`src/design/binary_turing_machine_step_macros.svh`:
```
// Assertion macros for the two-symbol machine engine.
// BTMS_ASSERT checks a property on every clock edge out of reset.
// BTMS_ASSERT_NEXT checks that a condition in one cycle gives an outcome in the next.
`ifndef BINARY_TURING_MACHINE_STEP_MACROS_SVH
`define BINARY_TURING_MACHINE_STEP_MACROS_SVH
`ifndef ASSERT_OFF
`define BTMS_ASSERT(lbl, clk, rst_n, prop, msg) \
    lbl: assert property (@(posedge clk) disable iff (!rst_n) prop) else $error(msg);
`define BTMS_ASSERT_NEXT(lbl, clk, rst_n, cond, outcome, msg) \
    lbl: assert property (@(posedge clk) disable iff (!rst_n) (cond) |=> (outcome)) \
        else $error(msg);
`else
`define BTMS_ASSERT(lbl, clk, rst_n, prop, msg)
`define BTMS_ASSERT_NEXT(lbl, clk, rst_n, cond, outcome, msg)
`endif
`endif

```
`src/design/btms_pkg.sv`:
```
`timescale 1ns / 1ps
`default_nettype none

package btms_pkg;

    // Item field widths
    localparam int OPCODE_W   = 2;
    localparam int CARD_NUM_W = 4;
    localparam int NEXT_W     = 5;
    localparam int STATUS_W   = 3;
    localparam int WPOS_W     = 10;
    localparam int HEAD_OUT_W = 12;
    localparam int CARD_W     = 5;
    localparam int STEPS_W    = 16;

    // Configuration port
    localparam int CFG_IDX_W  = 2;
    localparam int CFG_DATA_W = 16;
    localparam int TLEN_W     = 11;

    localparam logic [CFG_IDX_W-1:0] CFG_TAPE_LEN   = 2'd0;
    localparam logic [CFG_IDX_W-1:0] CFG_MAX_STEPS  = 2'd1;
    localparam logic [CFG_IDX_W-1:0] CFG_CARD_COUNT = 2'd2;

    localparam logic [TLEN_W-1:0]  TAPE_LEN_RST   = 11'd500;
    localparam logic [STEPS_W-1:0] MAX_STEPS_RST  = 16'd1000;
    localparam logic [CARD_W-1:0]  CARD_COUNT_RST = 5'd2;

    // Opcodes
    localparam logic [OPCODE_W-1:0] OP_LOAD    = 2'd0;
    localparam logic [OPCODE_W-1:0] OP_RESTART = 2'd1;
    localparam logic [OPCODE_W-1:0] OP_STEP    = 2'd2;
    localparam logic [OPCODE_W-1:0] OP_NOP     = 2'd3;

    // Result status codes
    localparam logic [STATUS_W-1:0] ST_OK      = 3'd0;
    localparam logic [STATUS_W-1:0] ST_HALTED  = 3'd1;
    localparam logic [STATUS_W-1:0] ST_OFFTAPE = 3'd2;
    localparam logic [STATUS_W-1:0] ST_LIMIT   = 3'd3;
    localparam logic [STATUS_W-1:0] ST_BADCARD = 3'd4;
    localparam logic [STATUS_W-1:0] ST_STOPPED = 3'd5;

    // One card table row
    typedef struct packed {
        logic [NEXT_W-1:0] next_card;
        logic              move_right;
        logic              write_bit;
    } t_row;

    // Command from the controller to the tape
    typedef struct packed {
        logic step;
        logic restart;
        logic wr_bit;
        logic move_right;
    } t_tape_cmd;

endpackage

`default_nettype wire

```
`src/design/btms_if.sv`:
```
`timescale 1ns / 1ps
`default_nettype none

// Command item channel
interface btms_in_if import btms_pkg::*; ();
    logic                  valid;
    logic                  ready;
    logic [OPCODE_W-1:0]   opcode;
    logic [CARD_NUM_W-1:0] card_number;
    logic                  read_case;
    logic                  write_bit;
    logic                  move_right;
    logic [NEXT_W-1:0]     next_card;

    modport source (
        output valid, opcode, card_number, read_case, write_bit, move_right, next_card,
        input  ready
    );
    modport sink (
        input  valid, opcode, card_number, read_case, write_bit, move_right, next_card,
        output ready
    );
endinterface

// Result item channel
interface btms_out_if import btms_pkg::*; ();
    logic                         valid;
    logic                         ready;
    logic [STATUS_W-1:0]          status;
    logic                         read_bit;
    logic                         written_bit;
    logic [WPOS_W-1:0]            write_position;
    logic signed [HEAD_OUT_W-1:0] head_position;
    logic [CARD_W-1:0]            current_card;
    logic [STEPS_W-1:0]           step_count;

    modport source (
        output valid, status, read_bit, written_bit, write_position, head_position,
               current_card, step_count,
        input  ready
    );
    modport sink (
        input  valid, status, read_bit, written_bit, write_position, head_position,
               current_card, step_count,
        output ready
    );
endinterface

`default_nettype wire

```
`src/design/binary_turing_machine_step.sv`:
```
// An accepted item waits in the input register; its result goes to the result register once
// that register is free or being emptied. Throughput: one item per cycle while results are
// taken; the step path (one tape window cell, one card table row read and a head add) lies between the two.
// Reset: control, configuration (500 cells, 1000 steps, 2 cards) and run state clear at once;
// the tape reads as all zeros with no clearing pass. The card table is undefined until loaded.
`timescale 1ns / 1ps
`default_nettype none
`include "binary_turing_machine_step_macros.svh"

module binary_turing_machine_step import btms_pkg::*; #(
    parameter int TAPE_DEPTH = 1024,
    parameter int MAX_CARDS  = 16
) (
    input  wire                   i_clk,
    input  wire                   i_rst_n,
    input  wire                   i_cfg_we,
    input  wire [CFG_IDX_W-1:0]   i_cfg_idx,
    input  wire [CFG_DATA_W-1:0]  i_cfg_data,
    btms_in_if.sink               i_cmd,
    btms_out_if.source            o_res
);

    localparam int AW      = $clog2(TAPE_DEPTH);
    localparam int HW      = AW + 2;
    localparam int TW      = $clog2(2 * MAX_CARDS);
    localparam int LEN_RST = (int'(TAPE_LEN_RST) > TAPE_DEPTH) ? TAPE_DEPTH
                                                               : int'(TAPE_LEN_RST);
    localparam int HEAD_RST = LEN_RST / 2;

    // Configuration
    logic [TLEN_W-1:0]  r_tape_len;
    logic [STEPS_W-1:0] r_max_steps;
    logic [CARD_W-1:0]  r_card_count;

    // Run state
    logic signed [HW-1:0] r_head;
    logic [CARD_W-1:0]    r_card;
    logic [STEPS_W-1:0]   r_steps;
    logic                 r_stopped;
    t_row                 r_table [2 * MAX_CARDS];

    // Input register
    logic                  r_in_valid;
    logic [OPCODE_W-1:0]   r_in_op;
    logic [CARD_NUM_W-1:0] r_in_card_num;
    logic                  r_in_read_case;
    logic                  r_in_wbit;
    logic                  r_in_mright;
    logic [NEXT_W-1:0]     r_in_next;

    // Result register
    logic                         r_out_valid;
    logic [STATUS_W-1:0]          r_out_status;
    logic                         r_out_rd;
    logic                         r_out_wr;
    logic [WPOS_W-1:0]            r_out_wpos;
    logic signed [HEAD_OUT_W-1:0] r_out_head;
    logic [CARD_W-1:0]            r_out_card;
    logic [STEPS_W-1:0]           r_out_steps;

    // Next values
    logic signed [HW-1:0] n_head;
    logic [CARD_W-1:0]    n_card;
    logic [STEPS_W-1:0]   n_steps;
    logic                 n_stopped;
    logic [STATUS_W-1:0]  n_status;
    logic                 n_rd, n_wr;
    logic [AW-1:0]        n_wpos;

    logic                 w_go;
    logic [31:0]          w_tl32, w_len32;
    logic [HW-1:0]        w_len;
    logic signed [HW-1:0] w_len_s;
    logic                 w_on_tape, w_card_ok, w_new_on_tape, w_next_bad;
    logic                 w_rd;
    logic [31:0]          w_tidx32, w_lidx32;
    t_row                 w_row;
    logic signed [HW-1:0] w_new_head;
    logic [STEPS_W-1:0]   w_steps_inc;
    logic signed [31:0]   w_head32;
    logic [31:0]          w_wpos32;
    t_tape_cmd            w_tape_cmd;

    // Handshake: process when the result register is free or being emptied
    assign w_go        = r_in_valid && (!r_out_valid || o_res.ready);
    assign i_cmd.ready = !r_in_valid || w_go;

    // Effective tape length, clamped to 1..TAPE_DEPTH
    assign w_tl32  = {21'b0, r_tape_len};
    assign w_len32 = (r_tape_len == '0) ? 32'd1
                   : (w_tl32 > 32'(TAPE_DEPTH)) ? 32'(TAPE_DEPTH) : w_tl32;
    assign w_len   = w_len32[HW-1:0];
    assign w_len_s = $signed(w_len);

    // Checks before a transition
    assign w_on_tape = !r_head[HW-1] && (r_head < w_len_s);
    assign w_card_ok = (32'(r_card) < 32'(r_card_count)) && (32'(r_card) < 32'(MAX_CARDS));

    // Table lookup and move
    assign w_tidx32    = {26'b0, r_card, w_rd};
    assign w_row       = r_table[w_tidx32[TW-1:0]];
    assign w_new_head  = w_row.move_right ? (r_head + $signed(HW'(1)))
                                          : (r_head - $signed(HW'(1)));
    assign w_steps_inc = r_steps + 16'd1;
    assign w_new_on_tape = !w_new_head[HW-1] && (w_new_head < w_len_s);
    assign w_next_bad  = (32'(w_row.next_card) > 32'(r_card_count))
                      || (32'(w_row.next_card) > 32'(MAX_CARDS));

    // Command to the tape
    assign w_tape_cmd.step       = w_go && (r_in_op == OP_STEP) && !r_stopped
                                && w_on_tape && w_card_ok;
    assign w_tape_cmd.restart    = w_go && (r_in_op == OP_RESTART);
    assign w_tape_cmd.wr_bit     = w_row.write_bit;
    assign w_tape_cmd.move_right = w_row.move_right;

    btms_tape #(
        .TAPE_DEPTH (TAPE_DEPTH)
    ) u_tape (
        .i_clk    (i_clk),
        .i_rst_n  (i_rst_n),
        .i_cmd    (w_tape_cmd),
        .i_pos    (r_head[AW-1:0]),
        .o_rd_bit (w_rd)
    );

    // Per-item behavior
    always_comb begin
        n_head    = r_head;
        n_card    = r_card;
        n_steps   = r_steps;
        n_stopped = r_stopped;
        n_status  = ST_OK;
        n_rd      = 1'b0;
        n_wr      = 1'b0;
        n_wpos    = '0;
        case (r_in_op)
            OP_LOAD: begin
            end
            OP_RESTART: begin
                n_head    = $signed(w_len >> 1);
                n_card    = '0;
                n_steps   = '0;
                n_stopped = 1'b0;
            end
            OP_STEP: begin
                if (r_stopped) begin
                    n_status = ST_STOPPED;
                end else if (!w_on_tape) begin
                    n_status  = ST_OFFTAPE;
                    n_stopped = 1'b1;
                end else if (!w_card_ok) begin
                    n_status  = ST_BADCARD;
                    n_stopped = 1'b1;
                end else begin
                    n_rd    = w_rd;
                    n_wr    = w_row.write_bit;
                    n_wpos  = r_head[AW-1:0];
                    n_head  = w_new_head;
                    n_card  = w_row.next_card - 5'd1;
                    n_steps = w_steps_inc;
                    if (w_row.next_card == '0) begin
                        n_status = ST_HALTED;
                    end else if (!w_new_on_tape) begin
                        n_status = ST_OFFTAPE;
                    end else if (w_steps_inc >= r_max_steps) begin
                        n_status = ST_LIMIT;
                    end else if (w_next_bad) begin
                        n_status = ST_BADCARD;
                    end
                    n_stopped = (n_status != ST_OK);
                end
            end
            default: begin
            end
        endcase
    end

    assign w_head32 = 32'(n_head);
    assign w_wpos32 = 32'(n_wpos);
    assign w_lidx32 = {27'b0, r_in_card_num, r_in_read_case};

    // Configuration registers
    always_ff @(posedge i_clk) begin
        if (!i_rst_n) begin
            r_tape_len   <= TAPE_LEN_RST;
            r_max_steps  <= MAX_STEPS_RST;
            r_card_count <= CARD_COUNT_RST;
        end else if (i_cfg_we) begin
            case (i_cfg_idx)
                CFG_TAPE_LEN:   r_tape_len   <= i_cfg_data[TLEN_W-1:0];
                CFG_MAX_STEPS:  r_max_steps  <= i_cfg_data[STEPS_W-1:0];
                CFG_CARD_COUNT: r_card_count <= i_cfg_data[CARD_W-1:0];
                default: begin
                end
            endcase
        end
    end

    // Card table rows
    always_ff @(posedge i_clk) begin
        if (w_go && (r_in_op == OP_LOAD) && (32'(r_in_card_num) < 32'(MAX_CARDS))) begin
            r_table[w_lidx32[TW-1:0]] <= '{next_card:  r_in_next,
                                           move_right: r_in_mright,
                                           write_bit:  r_in_wbit};
        end
    end

    // Input register
    always_ff @(posedge i_clk) begin
        if (!i_rst_n) begin
            r_in_valid <= 1'b0;
        end else if (i_cmd.ready) begin
            r_in_valid <= i_cmd.valid;
        end
    end

    always_ff @(posedge i_clk) begin
        if (i_cmd.valid && i_cmd.ready) begin
            r_in_op        <= i_cmd.opcode;
            r_in_card_num  <= i_cmd.card_number;
            r_in_read_case <= i_cmd.read_case;
            r_in_wbit      <= i_cmd.write_bit;
            r_in_mright    <= i_cmd.move_right;
            r_in_next      <= i_cmd.next_card;
        end
    end

    // Run state
    always_ff @(posedge i_clk) begin
        if (!i_rst_n) begin
            r_head    <= $signed(HW'(HEAD_RST));
            r_card    <= '0;
            r_steps   <= '0;
            r_stopped <= 1'b0;
        end else if (w_go) begin
            r_head    <= n_head;
            r_card    <= n_card;
            r_steps   <= n_steps;
            r_stopped <= n_stopped;
        end
    end

    // Result register
    always_ff @(posedge i_clk) begin
        if (!i_rst_n) begin
            r_out_valid <= 1'b0;
        end else if (w_go) begin
            r_out_valid <= 1'b1;
        end else if (o_res.ready) begin
            r_out_valid <= 1'b0;
        end
    end

    always_ff @(posedge i_clk) begin
        if (w_go) begin
            r_out_status <= n_status;
            r_out_rd     <= n_rd;
            r_out_wr     <= n_wr;
            r_out_wpos   <= w_wpos32[WPOS_W-1:0];
            r_out_head   <= w_head32[HEAD_OUT_W-1:0];
            r_out_card   <= n_card + 5'd1;
            r_out_steps  <= n_steps;
        end
    end

    assign o_res.valid          = r_out_valid;
    assign o_res.status         = r_out_status;
    assign o_res.read_bit       = r_out_rd;
    assign o_res.written_bit    = r_out_wr;
    assign o_res.write_position = r_out_wpos;
    assign o_res.head_position  = r_out_head;
    assign o_res.current_card   = r_out_card;
    assign o_res.step_count     = r_out_steps;

    `BTMS_ASSERT_NEXT(a_stop_latches, i_clk, i_rst_n, w_go && (n_status != ST_OK), r_stopped, "stop status without stopped flag")
    `BTMS_ASSERT_NEXT(a_stopped_frozen, i_clk, i_rst_n, w_go && (r_in_op == OP_STEP) && r_stopped, r_stopped && (r_steps == $past(r_steps)), "stopped machine advanced")
    `BTMS_ASSERT_NEXT(a_head_moves_one, i_clk, i_rst_n, w_tape_cmd.step, (r_head == $past(r_head) + 1) || (r_head == $past(r_head) - 1), "head moved by other than one")

endmodule

`default_nettype wire

```
`src/design/btms_tape.sv`:
```
`timescale 1ns / 1ps
`default_nettype none
`include "binary_turing_machine_step_macros.svh"

// Tape store: a one-bit memory plus a three-cell window around the head.
// The cell two away in the direction of travel is fetched while a step runs,
// so it is in hand when the head gets next to it. Cells outside the span
// visited since restart read as zero, so restart needs no clearing pass.
module btms_tape import btms_pkg::*; #(
    parameter int TAPE_DEPTH = 1024
) (
    input  wire                          i_clk,
    input  wire                          i_rst_n,
    input  wire t_tape_cmd               i_cmd,
    input  wire [$clog2(TAPE_DEPTH)-1:0] i_pos,
    output logic                         o_rd_bit
);

    localparam int AW = $clog2(TAPE_DEPTH);
    localparam int FW = AW + 2;

    localparam logic [1:0] FETCH_NONE  = 2'd0;
    localparam logic [1:0] FETCH_LEFT  = 2'd1;
    localparam logic [1:0] FETCH_RIGHT = 2'd2;

    logic          r_mem [TAPE_DEPTH];
    logic          r_mem_q;
    logic          r_win_m1, r_win_0, r_win_p1;
    logic [1:0]    r_fetch;
    logic          r_fetch_ok;
    logic          r_span_any;
    logic [AW-1:0] r_span_lo, r_span_hi;

    logic                 w_eff_m1, w_eff_p1;
    logic signed [FW-1:0] w_pos_s, w_fa;
    logic [AW-1:0]        w_fa_idx;
    logic                 w_fa_ok;

    // Window cells with a pending fetch resolved
    assign w_eff_m1 = (r_fetch == FETCH_LEFT)  ? (r_fetch_ok & r_mem_q) : r_win_m1;
    assign w_eff_p1 = (r_fetch == FETCH_RIGHT) ? (r_fetch_ok & r_mem_q) : r_win_p1;
    assign o_rd_bit = r_win_0;

    // Cell two away in the direction of travel
    assign w_pos_s  = $signed({2'b00, i_pos});
    assign w_fa     = i_cmd.move_right ? (w_pos_s + $signed(FW'(2)))
                                       : (w_pos_s - $signed(FW'(2)));
    assign w_fa_idx = w_fa[AW-1:0];
    assign w_fa_ok  = r_span_any && !w_fa[FW-1]
                   && (w_fa >= $signed({2'b00, r_span_lo}))
                   && (w_fa <= $signed({2'b00, r_span_hi}));

    // Tape memory: one write and one read per step
    always_ff @(posedge i_clk) begin
        if (i_cmd.step) begin
            r_mem[i_pos] <= i_cmd.wr_bit;
            r_mem_q      <= r_mem[w_fa_idx];
        end
    end

    // Window, pending fetch and visited span
    always_ff @(posedge i_clk) begin
        if (!i_rst_n || i_cmd.restart) begin
            r_win_m1   <= 1'b0;
            r_win_0    <= 1'b0;
            r_win_p1   <= 1'b0;
            r_fetch    <= FETCH_NONE;
            r_fetch_ok <= 1'b0;
            r_span_any <= 1'b0;
            r_span_lo  <= '0;
            r_span_hi  <= '0;
        end else if (i_cmd.step) begin
            if (i_cmd.move_right) begin
                r_win_m1 <= i_cmd.wr_bit;
                r_win_0  <= w_eff_p1;
                r_win_p1 <= 1'b0;
                r_fetch  <= FETCH_RIGHT;
            end else begin
                r_win_p1 <= i_cmd.wr_bit;
                r_win_0  <= w_eff_m1;
                r_win_m1 <= 1'b0;
                r_fetch  <= FETCH_LEFT;
            end
            r_fetch_ok <= w_fa_ok;
            r_span_any <= 1'b1;
            if (!r_span_any) begin
                r_span_lo <= i_pos;
                r_span_hi <= i_pos;
            end else begin
                if (i_pos < r_span_lo) r_span_lo <= i_pos;
                if (i_pos > r_span_hi) r_span_hi <= i_pos;
            end
        end
    end

    `BTMS_ASSERT(a_span_order, i_clk, i_rst_n, r_span_any |-> (r_span_lo <= r_span_hi), "tape span inverted")
    `BTMS_ASSERT(a_fetch_side, i_clk, i_rst_n, r_fetch_ok |-> (r_fetch != FETCH_NONE), "fetch valid without side")
    `BTMS_ASSERT_NEXT(a_step_span, i_clk, i_rst_n, i_cmd.step && !i_cmd.restart, r_span_any, "step left span empty")

endmodule

`default_nettype wire
```
`src/flat_wrapper.sv`:
```
// flat-port wrapper written by rule: the top's interface ports become plain ports
module binary_turing_machine_step_flat import btms_pkg::*;
#(
    parameter int TAPE_DEPTH = 1024,
    parameter int MAX_CARDS  = 16
)
  (i_clk, i_rst_n, i_cfg_we, i_cfg_idx, i_cfg_data, i_cmd_valid, i_cmd_opcode, i_cmd_card_number, i_cmd_read_case, i_cmd_write_bit, i_cmd_move_right, i_cmd_next_card, i_cmd_ready, o_res_valid, o_res_status, o_res_read_bit, o_res_written_bit, o_res_write_position, o_res_head_position, o_res_current_card, o_res_step_count, o_res_ready);
  btms_in_if i_cmd_i ();
  btms_out_if o_res_i ();
  input  wire i_clk;
  input  wire i_rst_n;
  input  wire i_cfg_we;
  input  wire [CFG_IDX_W-1:0] i_cfg_idx;
  input  wire [CFG_DATA_W-1:0] i_cfg_data;
  input wire logic [$bits(i_cmd_i.valid)-1:0] i_cmd_valid;
  input wire logic [$bits(i_cmd_i.opcode)-1:0] i_cmd_opcode;
  input wire logic [$bits(i_cmd_i.card_number)-1:0] i_cmd_card_number;
  input wire logic [$bits(i_cmd_i.read_case)-1:0] i_cmd_read_case;
  input wire logic [$bits(i_cmd_i.write_bit)-1:0] i_cmd_write_bit;
  input wire logic [$bits(i_cmd_i.move_right)-1:0] i_cmd_move_right;
  input wire logic [$bits(i_cmd_i.next_card)-1:0] i_cmd_next_card;
  output wire logic [$bits(i_cmd_i.ready)-1:0] i_cmd_ready;
  output wire logic [$bits(o_res_i.valid)-1:0] o_res_valid;
  output wire logic [$bits(o_res_i.status)-1:0] o_res_status;
  output wire logic [$bits(o_res_i.read_bit)-1:0] o_res_read_bit;
  output wire logic [$bits(o_res_i.written_bit)-1:0] o_res_written_bit;
  output wire logic [$bits(o_res_i.write_position)-1:0] o_res_write_position;
  output wire logic [$bits(o_res_i.head_position)-1:0] o_res_head_position;
  output wire logic [$bits(o_res_i.current_card)-1:0] o_res_current_card;
  output wire logic [$bits(o_res_i.step_count)-1:0] o_res_step_count;
  input wire logic [$bits(o_res_i.ready)-1:0] o_res_ready;
  assign i_cmd_i.valid = i_cmd_valid;
  assign i_cmd_i.opcode = i_cmd_opcode;
  assign i_cmd_i.card_number = i_cmd_card_number;
  assign i_cmd_i.read_case = i_cmd_read_case;
  assign i_cmd_i.write_bit = i_cmd_write_bit;
  assign i_cmd_i.move_right = i_cmd_move_right;
  assign i_cmd_i.next_card = i_cmd_next_card;
  assign i_cmd_ready = i_cmd_i.ready;
  assign o_res_valid = o_res_i.valid;
  assign o_res_status = o_res_i.status;
  assign o_res_read_bit = o_res_i.read_bit;
  assign o_res_written_bit = o_res_i.written_bit;
  assign o_res_write_position = o_res_i.write_position;
  assign o_res_head_position = o_res_i.head_position;
  assign o_res_current_card = o_res_i.current_card;
  assign o_res_step_count = o_res_i.step_count;
  assign o_res_i.ready = o_res_ready;
  binary_turing_machine_step #(.TAPE_DEPTH(TAPE_DEPTH), .MAX_CARDS(MAX_CARDS)) u_core (.i_clk(i_clk), .i_rst_n(i_rst_n), .i_cfg_we(i_cfg_we), .i_cfg_idx(i_cfg_idx), .i_cfg_data(i_cfg_data), .i_cmd(i_cmd_i), .o_res(o_res_i));
endmodule
```
`config.mk`:
```
export PLATFORM = sky130hd
export DESIGN_NAME = binary_turing_machine_step_flat
export DESIGN_NICKNAME = d
export VERILOG_FILES = /design/src/design/btms_pkg.sv /design/src/design/btms_if.sv /design/src/design/binary_turing_machine_step.sv /design/src/design/btms_tape.sv /design/src/flat_wrapper.sv
export VERILOG_INCLUDE_DIRS = /design/src /design/src/design
export SDC_FILE = /design/constraint.sdc
export NUM_CORES = 2
export LEC_CHECK = 0
export ABC_AREA = 1
export CAP_MARGIN = 20
export CORE_AREA = 2 2 429 431
export CTS_CLUSTER_DIAMETER = 50
export DETAILED_ROUTE_END_ITERATION = 8
export DIE_AREA = 0 0 431 433
export DONT_BUFFER_PORTS = 1
export PLACE_DENSITY = 0.54
export SLEW_MARGIN = 10
export SYNTH_ARGS = -nofsm -noshare
export SYNTH_HDL_FRONTEND = slang
export SYNTH_SLANG_ARGS = --single-unit
```
`constraint.sdc`:
```
create_clock -name i_clk -period 53.8 [get_ports i_clk]
set_input_delay 10.76 -clock i_clk [delete_from_list [all_inputs] [get_ports i_clk]]
set_output_delay 10.76 -clock i_clk [all_outputs]
set_load 0.1 [all_outputs]
```
==> results.ini <==
[die]
die_w_um=431
die_h_um=433
io-pin-count=87
core_area_mm2=0.182
row_count=157
initial_core_util_pct=34.8
dieArea_mm2=0.187

[global_route]
grt-busiest-layer=met2
grt_util_met3_pct=3.10
grt_overflow=0
grt_pass1_wl_mm=280
grt_max_degree=171
antenna_found_initial=2
use_met1_pct=27.0
grtUsageMet2_pct=32.5
track_usage_pct=19.9
grt_pass1_vias=43400

[drt]
vias_per_cell=5.43
num_vias=46200
postRouteAntennaNets=0
drc_errors=0
drt-total-wl_mm=189
drtPass1Iterations=6
drt_iter0_markers=5419
routedWlPerCell_um=22.3

[worst_setup_path]
crit_path_max_incr_delay_ps=790
cp_top_family=simple AND/OR/NAND/NOR gates
rrSetupSlack_ps=46480
crit_path_top_delay_cell=nand3_1
cp-start-kind=input pin
end_kind=output port
cp.depth=2
cp_max_fo=3
critPathRequiredTime_ps=43040
path_buf_inv=1
path_class=in2out
reg2reg_depth=14
r2r_start=u_core.u_tape.o_rd_bit
cp_cell_sequence=inv_1, nand3_1
arrival_ps=11600
r2r-end=u_core.u_tape.r_mem[325]

[yosys]
synth_edf_count=1311
syn_inst=6210
ys.flop_type=edfxtp_1
avgSynthCellArea_um2=10.2
ys_types=49
ys_async_sr_fraction_pct=0
ys_ff_latch=1406
synth_area_mm2=0.0635
ys_warn_count=0
synth_top_area_share_pct=62.0
netlist.top_cell.by_area=edfxtp_1
yosysSeqAreaShare_pct=65.0
ys_top_cells_by_area=edfxtp_1 62%, nor2_1 10%, o21ai_0 5.7%, nand2_1 3.5%, dfxtp_1 3.0%
synth_nets=6351

[clock_network]
clockRootBuffer=clkbuf_16
ctsHoldBuffers=0
postCtsSetupBuffers=0
clock_latency_ps=820
clk_pin_slew_ps=60
htreeDepth=4
cts.sinks=1406
cts_resized=0
cts-buffers-inserted=160
max-clock-path-buffers=3
cts_tree=yes

[final_layout]
final_cell_mix=1753 x nor2_1, 1311 x edfxtp_1, 723 x o21ai_0, 555 x nand2_1, 367 x nand3_1
synthToLayoutAreaGrowth_pct=11.9
finalCoreUtilization_pct=39.0
final_nets=6131
layout-drive-gt1-share_pct=6.75
final_common_cell=nor2_1
n_antenna_cell=0

[sta]
rsz0062_at_grt=no
finalCriticalPeriod_ps=22360
clock-skew-final_ps=37.8
tns_ps=0
slew_violations=0
finalSetupViolCount=0
clock.fmax_mhz=44.7
slew_headroom_pct=25.2
fin_crit_sh_pct=41.6
hold_viol=0
worst_pin_slew_ps=1120
hold_ws_ps=461

[place]
port-buffer-count=0
place_congestion=0.794
dp.final_hpwl_mm=96.1

[power_and_ir_drop]
p_leak_nw=23.0
p_per_area_mw_per_mm2=36.8
sw_frac_of_total_pct=26.5
p_switching_uw=692
seqPwrFrac_pct=47.3
p_comb_share_pct=10.7
power_report.internal_total_mw=1.92
peakVddDrop_mv=0.0278
power_frac_clock_pct=41.9

[run_status]
status=complete, no violations

[worst_hold_path]
whs_endpoint=u_core.r_max_steps[1]
worstHoldStart=u_core.r_max_steps[1]
hold_path.class=reg2reg
holdPathStages=2

[flow_run]
max_cap_viol_count=0

==> per-layer routing <==
| layer | vias up | wire, um |
|---|---|---|
| li1 | 21200 | - |
| met1 | 23000 | 81800 |
| met2 | 1597 | 88900 |
| met3 | 314 | 13200 |
| met4 | 2 | 5480 |
| met5 | - | 11 |
==> flip-flops by register name, indices dropped and copies added (netlist names), 11 cells and up <==
name,cells
u_core.r_steps,16
u_core.u_tape.r_mem,1024
u_core.o_res.head_position,12
u_core.r_head,12
u_core.r_table,224
u_core.r_tape_len,11
u_core.o_res.step_count,16
u_core.r_max_steps,16
==> layout make-up <==
type / instances / area (um2)
Timing Repair Buffer: 123 / 1320
Sequential cell: 1406 / 41300
Clock buffer: 205 / 4260
Inverter: 172 / 663
Tap cell: 2385 / 2980
Clock inverter: 90 / 1040
Fill cell: 17800 / 111000
Multi-Input combinational cell: 4127 / 19500
==> worst max path at each step <==
stage | from | end
3_5_place_dp | o_res_ready | i_cmd_ready
2_1_floorplan | u_core.u_tape.o_rd_bit | u_core.u_tape.r_mem[0]
5_1_grt | o_res_ready | i_cmd_ready
3_3_place_gp | o_res_ready | i_cmd_ready
4_1_cts | o_res_ready | i_cmd_ready
6_report | o_res_ready | i_cmd_ready
==> cells in the mapped netlist (all sizes together) (2+ instances only) <==
cell and number:
dfxtp 95, xnor2 5, clkinv 4, xor2 28, o21ai 728, or2 3
nor4 4, o22ai 270, inv 168, o221ai 38, buf 168, o211ai 14
a21o 3, nor2 1758, a31oi 10, nand4 13, o31ai 2, nand2 593
edfxtp 1311, a21oi 136, o21bai 5, ha 103, o21a 6, nand3 367
clkbuf 337, nor3 25, a211oi 5
==> power groups by stage <==
stage          clock network [mW]  registers (mW)  logic (mW)
6_report                     1.10            1.24       0.280
5_1_grt                      1.16            1.24       0.308
4_1_cts                      1.12            1.24       0.276
3_5_place_dp                    0            1.26       0.275
3_3_place_gp                    0            1.26       0.273
2_1_floorplan                   0            1.34       0.180
==> per-stage QoR <==
stage / instance area, um2 / std cells / worst slack (ps) / power, mW
global placement: 65100 / 8183 / 31420 / 1.53
finish: 71000 / 8508 / 31440 / 2.62
global route: 71000 / 8508 / 31420 / 2.71
CTS: 70500 / 8481 / 31440 / 2.63
detailed placement: 65200 / 8186 / 31440 / 1.54
floorplan: 63500 / 6210 / 4370 / 1.52
==> logic make-up after synthesis <==
logic type | Yosys count | share of synthesized area, %
muxes | 1 | 0.0158
AOI/OAI and AO/OA | 1223 | 10.6
buffers and inverters | 677 | 4.51
xor gates and xnor gates | 33 | 0.455
DFF | 1406 | 65.0
and+or+nand+nor | 2766 | 17.3
adders and majority gates | 104 | 2.06
(Power assumes the default switching activity.)
